`src/msp_pkg.sv`:
```
// Shared constants, types and the search select struct for the saddle-point finder.
// No dependencies.
`timescale 1ns / 1ps

package msp_pkg;

  localparam int MAX_SIZE    = 16;
  localparam int VALUE_WIDTH = 32;
  localparam int IDX_W       = $clog2(MAX_SIZE);
  localparam int SIZE_W      = 5;

  typedef logic signed [VALUE_WIDTH-1:0] value_t;
  typedef logic [IDX_W-1:0]              idx_t;
  typedef logic [SIZE_W-1:0]             size_t;

  typedef struct packed {
    idx_t row;
    idx_t col;
    logic pass;
  } sel_t;

endpackage

```
`src/msp_if.sv`:
```
// Valid/ready channel interfaces for element items and result items.
// Depends on msp_pkg.
`timescale 1ns / 1ps

interface msp_in_if import msp_pkg::*; ();
  logic   valid;
  logic   ready;
  value_t element_value;

  modport source (output valid, output element_value, input ready);
  modport sink (input valid, input element_value, output ready);
endinterface

interface msp_out_if import msp_pkg::*; ();
  logic valid;
  logic ready;
  logic found;
  idx_t row_index;
  idx_t column_index;

  modport source (output valid, output found, output row_index, output column_index,
                  input ready);
  modport sink (input valid, input found, input row_index, input column_index,
                output ready);
endinterface

```
`src/msp_tracker.sv`:
```
// Row and column extreme trackers with the row/column counters of the load phase.
// Depends on msp_pkg.
`timescale 1ns / 1ps

module msp_tracker import msp_pkg::*; (
  input  logic   clk,
  input  logic   rst_n,
  input  logic   clear,
  input  logic   load_en,
  input  value_t value,
  input  idx_t   last_idx,
  input  sel_t   sel,
  output logic   done,
  output value_t a_val,
  output value_t b_val
);

  idx_t   row_r, row_nxt;
  idx_t   col_r, col_nxt;
  value_t run_max_r, run_min_r;
  value_t row_max_r [MAX_SIZE];
  value_t row_min_r [MAX_SIZE];
  value_t col_min_r [MAX_SIZE];
  value_t col_max_r [MAX_SIZE];

  value_t rmax, rmin, cmin, cmax, cmin_old, cmax_old;
  logic   row_end;

  assign row_end  = (col_r == last_idx);
  assign done     = load_en && row_end && (row_r == last_idx);
  assign cmin_old = col_min_r[col_r];
  assign cmax_old = col_max_r[col_r];

  always_comb begin
    rmax = run_max_r;
    rmin = run_min_r;
    cmin = cmin_old;
    cmax = cmax_old;
    if (col_r == '0 || value > run_max_r) rmax = value;
    if (col_r == '0 || value < run_min_r) rmin = value;
    if (row_r == '0 || value < cmin_old) cmin = value;
    if (row_r == '0 || value > cmax_old) cmax = value;
  end

  always_comb begin
    row_nxt = row_r;
    col_nxt = col_r;
    if (clear) begin
      row_nxt = '0;
      col_nxt = '0;
    end else if (load_en) begin
      if (row_end) begin
        col_nxt = '0;
        row_nxt = (row_r == last_idx) ? '0 : row_r + idx_t'(1);
      end else begin
        col_nxt = col_r + idx_t'(1);
      end
    end
  end

  always_ff @(posedge clk) begin
    if (!rst_n) begin
      row_r <= '0;
      col_r <= '0;
    end else begin
      row_r <= row_nxt;
      col_r <= col_nxt;
    end
  end

  always_ff @(posedge clk) begin
    if (load_en) begin
      run_max_r        <= rmax;
      run_min_r        <= rmin;
      col_min_r[col_r] <= cmin;
      col_max_r[col_r] <= cmax;
      if (row_end) begin
        row_max_r[row_r] <= rmax;
        row_min_r[row_r] <= rmin;
      end
    end
  end

  assign a_val = sel.pass ? row_min_r[sel.row] : row_max_r[sel.row];
  assign b_val = sel.pass ? col_max_r[sel.col] : col_min_r[sel.col];

endmodule

```
`src/msp_search.sv`:
```
// Pair search sequencer around one shared equality compare, with the result register.
// Depends on msp_pkg.
`timescale 1ns / 1ps

module msp_search import msp_pkg::*; (
  input  logic   clk,
  input  logic   rst_n,
  input  logic   start,
  input  idx_t   last_idx,
  input  value_t a_val,
  input  value_t b_val,
  input  logic   out_ready,
  output logic   loading,
  output sel_t   sel,
  output logic   out_valid,
  output logic   out_found,
  output idx_t   out_row,
  output idx_t   out_col
);

  localparam logic [1:0] ST_LOAD = 2'd0;
  localparam logic [1:0] ST_SRCH = 2'd1;
  localparam logic [1:0] ST_OUT  = 2'd2;

  logic [1:0] state_r, state_nxt;
  idx_t       sr_r, sr_nxt;
  idx_t       sc_r, sc_nxt;
  logic       pass_r, pass_nxt;
  logic       found_r, found_nxt;
  idx_t       ri_r, ri_nxt;
  idx_t       ci_r, ci_nxt;
  logic       hit;

  assign hit = (a_val == b_val);

  always_comb begin
    state_nxt = state_r;
    sr_nxt    = sr_r;
    sc_nxt    = sc_r;
    pass_nxt  = pass_r;
    found_nxt = found_r;
    ri_nxt    = ri_r;
    ci_nxt    = ci_r;
    unique case (state_r)
      ST_LOAD: begin
        if (start) begin
          state_nxt = ST_SRCH;
          sr_nxt    = '0;
          sc_nxt    = '0;
          pass_nxt  = 1'b0;
        end
      end
      ST_SRCH: begin
        if (hit) begin
          state_nxt = ST_OUT;
          found_nxt = 1'b1;
          ri_nxt    = sr_r;
          ci_nxt    = sc_r;
        end else if (sc_r != last_idx) begin
          sc_nxt = sc_r + idx_t'(1);
        end else if (sr_r != last_idx) begin
          sc_nxt = '0;
          sr_nxt = sr_r + idx_t'(1);
        end else if (!pass_r) begin
          sc_nxt   = '0;
          sr_nxt   = '0;
          pass_nxt = 1'b1;
        end else begin
          state_nxt = ST_OUT;
          found_nxt = 1'b0;
          ri_nxt    = '0;
          ci_nxt    = '0;
        end
      end
      ST_OUT: begin
        if (out_ready) state_nxt = ST_LOAD;
      end
      default: state_nxt = ST_LOAD;
    endcase
  end

  always_ff @(posedge clk) begin
    if (!rst_n) begin
      state_r <= ST_LOAD;
    end else begin
      state_r <= state_nxt;
    end
  end

  always_ff @(posedge clk) begin
    sr_r    <= sr_nxt;
    sc_r    <= sc_nxt;
    pass_r  <= pass_nxt;
    found_r <= found_nxt;
    ri_r    <= ri_nxt;
    ci_r    <= ci_nxt;
  end

  assign loading   = (state_r == ST_LOAD);
  assign sel       = '{row: sr_r, col: sc_r, pass: pass_r};
  assign out_valid = (state_r == ST_OUT);
  assign out_found = found_r;
  assign out_row   = ri_r;
  assign out_col   = ci_r;

endmodule

```
`src/matrix_saddle_point_finder.sv`:
```
// Top level of the saddle-point finder: size register, trackers and pair search.
// Depends on msp_pkg, msp_if, msp_tracker and msp_search.
//
//   channel  dir  payload                               handshake
//   in_ch    in   element_value                         valid/ready
//   out_ch   out  found, row_index, column_index        valid/ready
//   cfg      in   cfg_data (matrix_size)                cfg_we, no wait
//
// Loading takes one element item per cycle while valid is high; ready stays high while loading.
// After the last element the shared compare walks up to 2*n*n pairs, one per cycle.
// The result is held in the output register until taken; no item is taken meanwhile.
// Reset (synchronous) returns size to 1 and the counters to the matrix origin.
`timescale 1ns / 1ps

module matrix_saddle_point_finder import msp_pkg::*; (
  input  logic      clk,
  input  logic      rst_n,
  input  logic      cfg_we,
  input  size_t     cfg_data,
  msp_in_if.sink    in_ch,
  msp_out_if.source out_ch
);

  size_t  size_r;
  idx_t   last_idx;
  logic   load_en;
  logic   done;
  logic   loading;
  sel_t   sel;
  value_t a_val, b_val;

  always_ff @(posedge clk) begin
    if (!rst_n) begin
      size_r <= size_t'(1);
    end else if (cfg_we) begin
      size_r <= cfg_data;
    end
  end

  always_comb begin
    priority if (size_r == '0) begin
      last_idx = '0;
    end else if (size_r > size_t'(MAX_SIZE)) begin
      last_idx = idx_t'(MAX_SIZE - 1);
    end else begin
      last_idx = size_r[IDX_W-1:0] - idx_t'(1);
    end
  end

  assign in_ch.ready = loading;
  assign load_en     = in_ch.valid && loading;

  msp_tracker u_tracker (
    .clk      (clk),
    .rst_n    (rst_n),
    .clear    (cfg_we),
    .load_en  (load_en),
    .value    (in_ch.element_value),
    .last_idx (last_idx),
    .sel      (sel),
    .done     (done),
    .a_val    (a_val),
    .b_val    (b_val)
  );

  msp_search u_search (
    .clk       (clk),
    .rst_n     (rst_n),
    .start     (done),
    .last_idx  (last_idx),
    .a_val     (a_val),
    .b_val     (b_val),
    .out_ready (out_ch.ready),
    .loading   (loading),
    .sel       (sel),
    .out_valid (out_ch.valid),
    .out_found (out_ch.found),
    .out_row   (out_ch.row_index),
    .out_col   (out_ch.column_index)
  );

endmodule

```
`src/flat_wrapper.sv`:
```
// flat-port wrapper written by rule: the top's interface ports become plain ports
module matrix_saddle_point_finder_flat import msp_pkg::*;
  (clk, rst_n, cfg_we, cfg_data, in_ch_valid, in_ch_element_value, in_ch_ready, out_ch_valid, out_ch_found, out_ch_row_index, out_ch_column_index, out_ch_ready);
  msp_in_if in_ch_i ();
  msp_out_if out_ch_i ();
  input  logic clk;
  input  logic rst_n;
  input  logic cfg_we;
  input  size_t cfg_data;
  input wire logic [$bits(in_ch_i.valid)-1:0] in_ch_valid;
  input wire logic [$bits(in_ch_i.element_value)-1:0] in_ch_element_value;
  output wire logic [$bits(in_ch_i.ready)-1:0] in_ch_ready;
  output wire logic [$bits(out_ch_i.valid)-1:0] out_ch_valid;
  output wire logic [$bits(out_ch_i.found)-1:0] out_ch_found;
  output wire logic [$bits(out_ch_i.row_index)-1:0] out_ch_row_index;
  output wire logic [$bits(out_ch_i.column_index)-1:0] out_ch_column_index;
  input wire logic [$bits(out_ch_i.ready)-1:0] out_ch_ready;
  assign in_ch_i.valid = in_ch_valid;
  assign in_ch_i.element_value = in_ch_element_value;
  assign in_ch_ready = in_ch_i.ready;
  assign out_ch_valid = out_ch_i.valid;
  assign out_ch_found = out_ch_i.found;
  assign out_ch_row_index = out_ch_i.row_index;
  assign out_ch_column_index = out_ch_i.column_index;
  assign out_ch_i.ready = out_ch_ready;
  matrix_saddle_point_finder u_core (.clk(clk), .rst_n(rst_n), .cfg_we(cfg_we), .cfg_data(cfg_data), .in_ch(in_ch_i), .out_ch(out_ch_i));
endmodule
```
`config.mk`:
```
export PLATFORM = sky130hd
export DESIGN_NAME = matrix_saddle_point_finder_flat
export DESIGN_NICKNAME = d
export VERILOG_FILES = /design/src/msp_pkg.sv /design/src/msp_if.sv /design/src/msp_tracker.sv /design/src/msp_search.sv /design/src/matrix_saddle_point_finder.sv /design/src/flat_wrapper.sv
export SDC_FILE = /design/constraint.sdc
export NUM_CORES = 2
export LEC_CHECK = 0
export ABC_AREA = 1
export BUFFER_PORTS_ARGS = -buffer_cell sky130_fd_sc_hd__buf_2
export CAP_MARGIN = 30
export CORE_MARGIN = 2
export CORE_UTILIZATION = 35
export DETAILED_ROUTE_END_ITERATION = 6
export MAX_ROUTING_LAYER = met4
export RECOVER_POWER = 25
export SYNTH_ARGS = -nofsm -noshare
export SYNTH_HDL_FRONTEND = slang
export SYNTH_SLANG_ARGS = --single-unit
```
`constraint.sdc`:
```
create_clock -name clk -period 6.1 [get_ports clk]
set_clock_uncertainty 0.05 [all_clocks]
set_input_delay 0 -clock clk [delete_from_list [all_inputs] [get_ports clk]]
set_output_delay 0 -clock clk [all_outputs]
set_load 0.005 [all_outputs]
```
==> flow_summary.ini <==
[routing]
routed_via_density = 5.656
initialDrtViolationCount = 10900
wl_per_cell_um = 24.02
antenna_left = 0
routed_wl_um = 336700
post-route-drc-count = 0
num_vias = 79310
first_pass_iters = 7

[worst_setup_path]
start_kind = flop
worstPathMaxFanout = 29
cp-end-kind = flop
crit_arrival_ns = 6.24
cp.required_ns = 6.50
criticalPathCategory = reg2reg

[place]
pre_cts_slack_ns = 0.5230
place.gp.congestion = 0.8675
hpwl_um = 182000
port_buffers = 52

[synthesis]
async_flop_share = 0
ys_seq_area_frac = 0.6372
yosysUniqueCellTypes = 41
ys_ff_latch = 2157
yosysWarnings = 0
synthesis.nets = 10300
syn_area_sq_um = 101200
avgSynthCellArea_sq_um = 10.00
synth_edf_count = 2130
synthCells = 10120
synth_flop_cell = edfxtp_1

[pwr]
leakage_uw = 0.04194
ir_drop_uv = 319.7
powerDensity_nw_per_um2 = 287.7

[global_route]
globalRouteOverflowTotal = 0
grt_max_degree = 222
grt_first_pass_wirelength_um = 491500
antenna_found_initial = 11
grt_util_all_layers = 0.2288
grt_pass1_vias = 75050

[outcome]
failed_checks = capacitance limit, slew limit
outcome = finished with violations

[sta]
finalCritPeriodShare = 0.9585
setup_tns_ns = 0
rsz0062_at_grt = no
hold_viol_final = 0
period_minus_slack_ns = 5.847
max_freq_mhz = 171.0
maxSlewViolCount = 894
setup_ws_ns = 0.2533
relSlewSlack = -1.416
setup_violations = 0
worst_pin_slew_ns = 3.624

[clocking]
cts_buffer_depth = 3
cts_resized = 0
cts.sinks = 2157
cts_made_buffers = 214
cts_tree = done
clk_pin_slew_worst_paths_ns = 0.06
htreeDepth = 4
cts_setup_buffers = 0
cts-root-buf = clkbuf_16
insertion_delay_ns = 0.89

[layout]
area_delta_synth_final_pct = 12.01
seq_area_sq_um = 64550
final_nets = 10230
nFillCells = 27360
multi_input_area_sq_um = 32460
final_common_cell = nand2_1
drive_gt1_frac = 0.06760
layout_common_cells = nand2_1, edfxtp_1, nand3_1, nor2_1, o21ai_0

[floorplanning]
start_util = 0.3516
coreArea_sq_um = 287900
pin_count = 53
placementRows = 197
fp.dieW_um = 541.8
die-area_sq_um = 293600
die_y_um = 541.8

[run]
drv_cap = 27

[hold_path]
hold_class = in2reg
registers in the layout (all words and copies together), names as in the netlist, 2 cells and up, named ones only:
name,count
u_core.u_tracker.run_min_r,32
u_core.u_tracker.col_max_r,512
u_core.u_tracker.row_min_r,512
u_core.size_r,5
u_core.u_tracker.row_r,4
u_core.u_tracker.row_max_r,512
u_core.u_search.out_row,4
u_core.u_tracker.run_max_r,32
u_core.u_tracker.col_r,4
u_core.u_search.sr_r,4
u_core.u_search.state_r,2
u_core.u_tracker.col_min_r,512
u_core.u_search.out_col,4
u_core.u_search.sc_r,4
layout make-up:
cell class / count / share of cell area
multi-input cells: 7012 / 0.2862
inverters: 267 / 0.009556
clock inverters: 145 / 0.01280
clock buffers: 255 / 0.04915
repair buffers: 401 / 0.03122
well taps: 3781 / 0.04172
flip-flops and latches: 2157 / 0.5692
diodes: 4 / 0.00008827
cell usage after synthesis, types with 2 or more instances:
| library cell | instances | area share |
|---|---|---|
| o211ai_1 | 88 | 0.0065 |
| buf_4 | 63 | 0.0047 |
| a211oi_1 | 6 | 0.00044 |
| buf_2 | 251 | 0.012 |
| a21oi_1 | 75 | 0.0037 |
| nand4_1 | 45 | 0.0028 |
| nor3_1 | 5 | 0.00025 |
| xor2_1 | 14 | 0.0012 |
| nand2_1 | 3180 | 0.12 |
| clkinv_1 | 2 | 0.000074 |
| o21ai_1 | 54 | 0.0027 |
| buf_6 | 37 | 0.0041 |
| o221ai_1 | 179 | 0.015 |
| nor2_4 | 2 | 0.00022 |
| edfxtp_1 | 2130 | 0.63 |
| or2_2 | 3 | 0.00019 |
| clkbuf_1 | 283 | 0.010 |
| o22ai_1 | 75 | 0.0046 |
| nor4_1 | 8 | 0.00049 |
| dfxtp_1 | 27 | 0.0053 |
| nor2_2 | 2 | 0.00012 |
| o21ai_0 | 692 | 0.034 |
| o21a_1 | 3 | 0.00022 |
| nor2_1 | 836 | 0.031 |
| inv_1 | 254 | 0.0094 |
| buf_1 | 53 | 0.0020 |
| xnor2_1 | 4 | 0.00035 |
| nand2_4 | 3 | 0.00033 |
| a21boi_0 | 3 | 0.00022 |
| inv_2 | 8 | 0.00030 |
| ha_1 | 138 | 0.017 |
| nand3_1 | 1591 | 0.079 |
worst max-delay path: stages, from the launching register on:
cell and delay, ns:
dfxtp_1 0.36, nor2_1 0.22, nand2_1 0.34, clkinvlp_2 0.82, nand2_1 0.40, nor2_1 0.94, clkbuf_1 1.01, clkbuf_2 1.19
final timing paths:
check	start	to	slack, ns	cells past startpoint
setup / recovery	u_core.u_search.state_r[0]	u_core.u_tracker.col_max_r[2][25]	0.25	7
hold reg to reg	u_core.u_tracker.row_r[0]	u_core.u_tracker.row_r[0]	0.50	2
setup reg to reg	u_core.u_search.state_r[0]	u_core.u_tracker.col_max_r[2][25]	0.25	7
hold / removal	cfg_we	u_core.u_tracker.row_r[1]	0.20	5
where the power goes:
part           total, uW  switching (uW)  internal, uW
Combinational       2660            1950           702
Sequential         16600            70.4         16600
Clock              13300            5810          7510
Total              32600            7830         24800
logic make-up after synthesis:
family | synth area share
flip-flops | 0.6372
adder cells (fa/ha/maj) | 0.01706
XOR/XNOR | 0.001557
AND/OR/NAND/NOR | 0.2321
buffers and inverters | 0.04364
AO/OA/AOI/OAI | 0.06846
layer usage:
layer | track usage | share of wire | vias up
met3 | 0.04074 | 0.10 | 922
met5 | - | 0 | -
met1 | 0.2838 | 0.39 | 38440
li1 | - | - | 35310
met2 | 0.3689 | 0.47 | 4642
met4 | 0.09464 | 0.043 | 0
stage by stage:
stage | cells | hold WS (ns) | power, uW | utilization | area [sq um]
2_1_floorplan | 10120 | 0.05035 | 18530 | - | 101200
3_3_place_gp | 13540 | 0.1831 | 19470 | 0.3683 | 106000
4_1_cts | 14010 | 0.1191 | 32740 | 0.3951 | 113800
6_report | 14020 | 0.2024 | 32620 | 0.3939 | 113400
3_5_place_dp | 13560 | 0.1818 | 19530 | 0.3687 | 106200
5_1_grt | 14020 | 0.2141 | 33580 | 0.3939 | 113400
repair_timing:
item | CTS | global route
hold buffers | 57 | 0
endpoints found under the hold margin | 1785 | 0
endpoints found under the setup margin | 0 | 0
No activity file was read; power rests on OpenSTA's default activity.
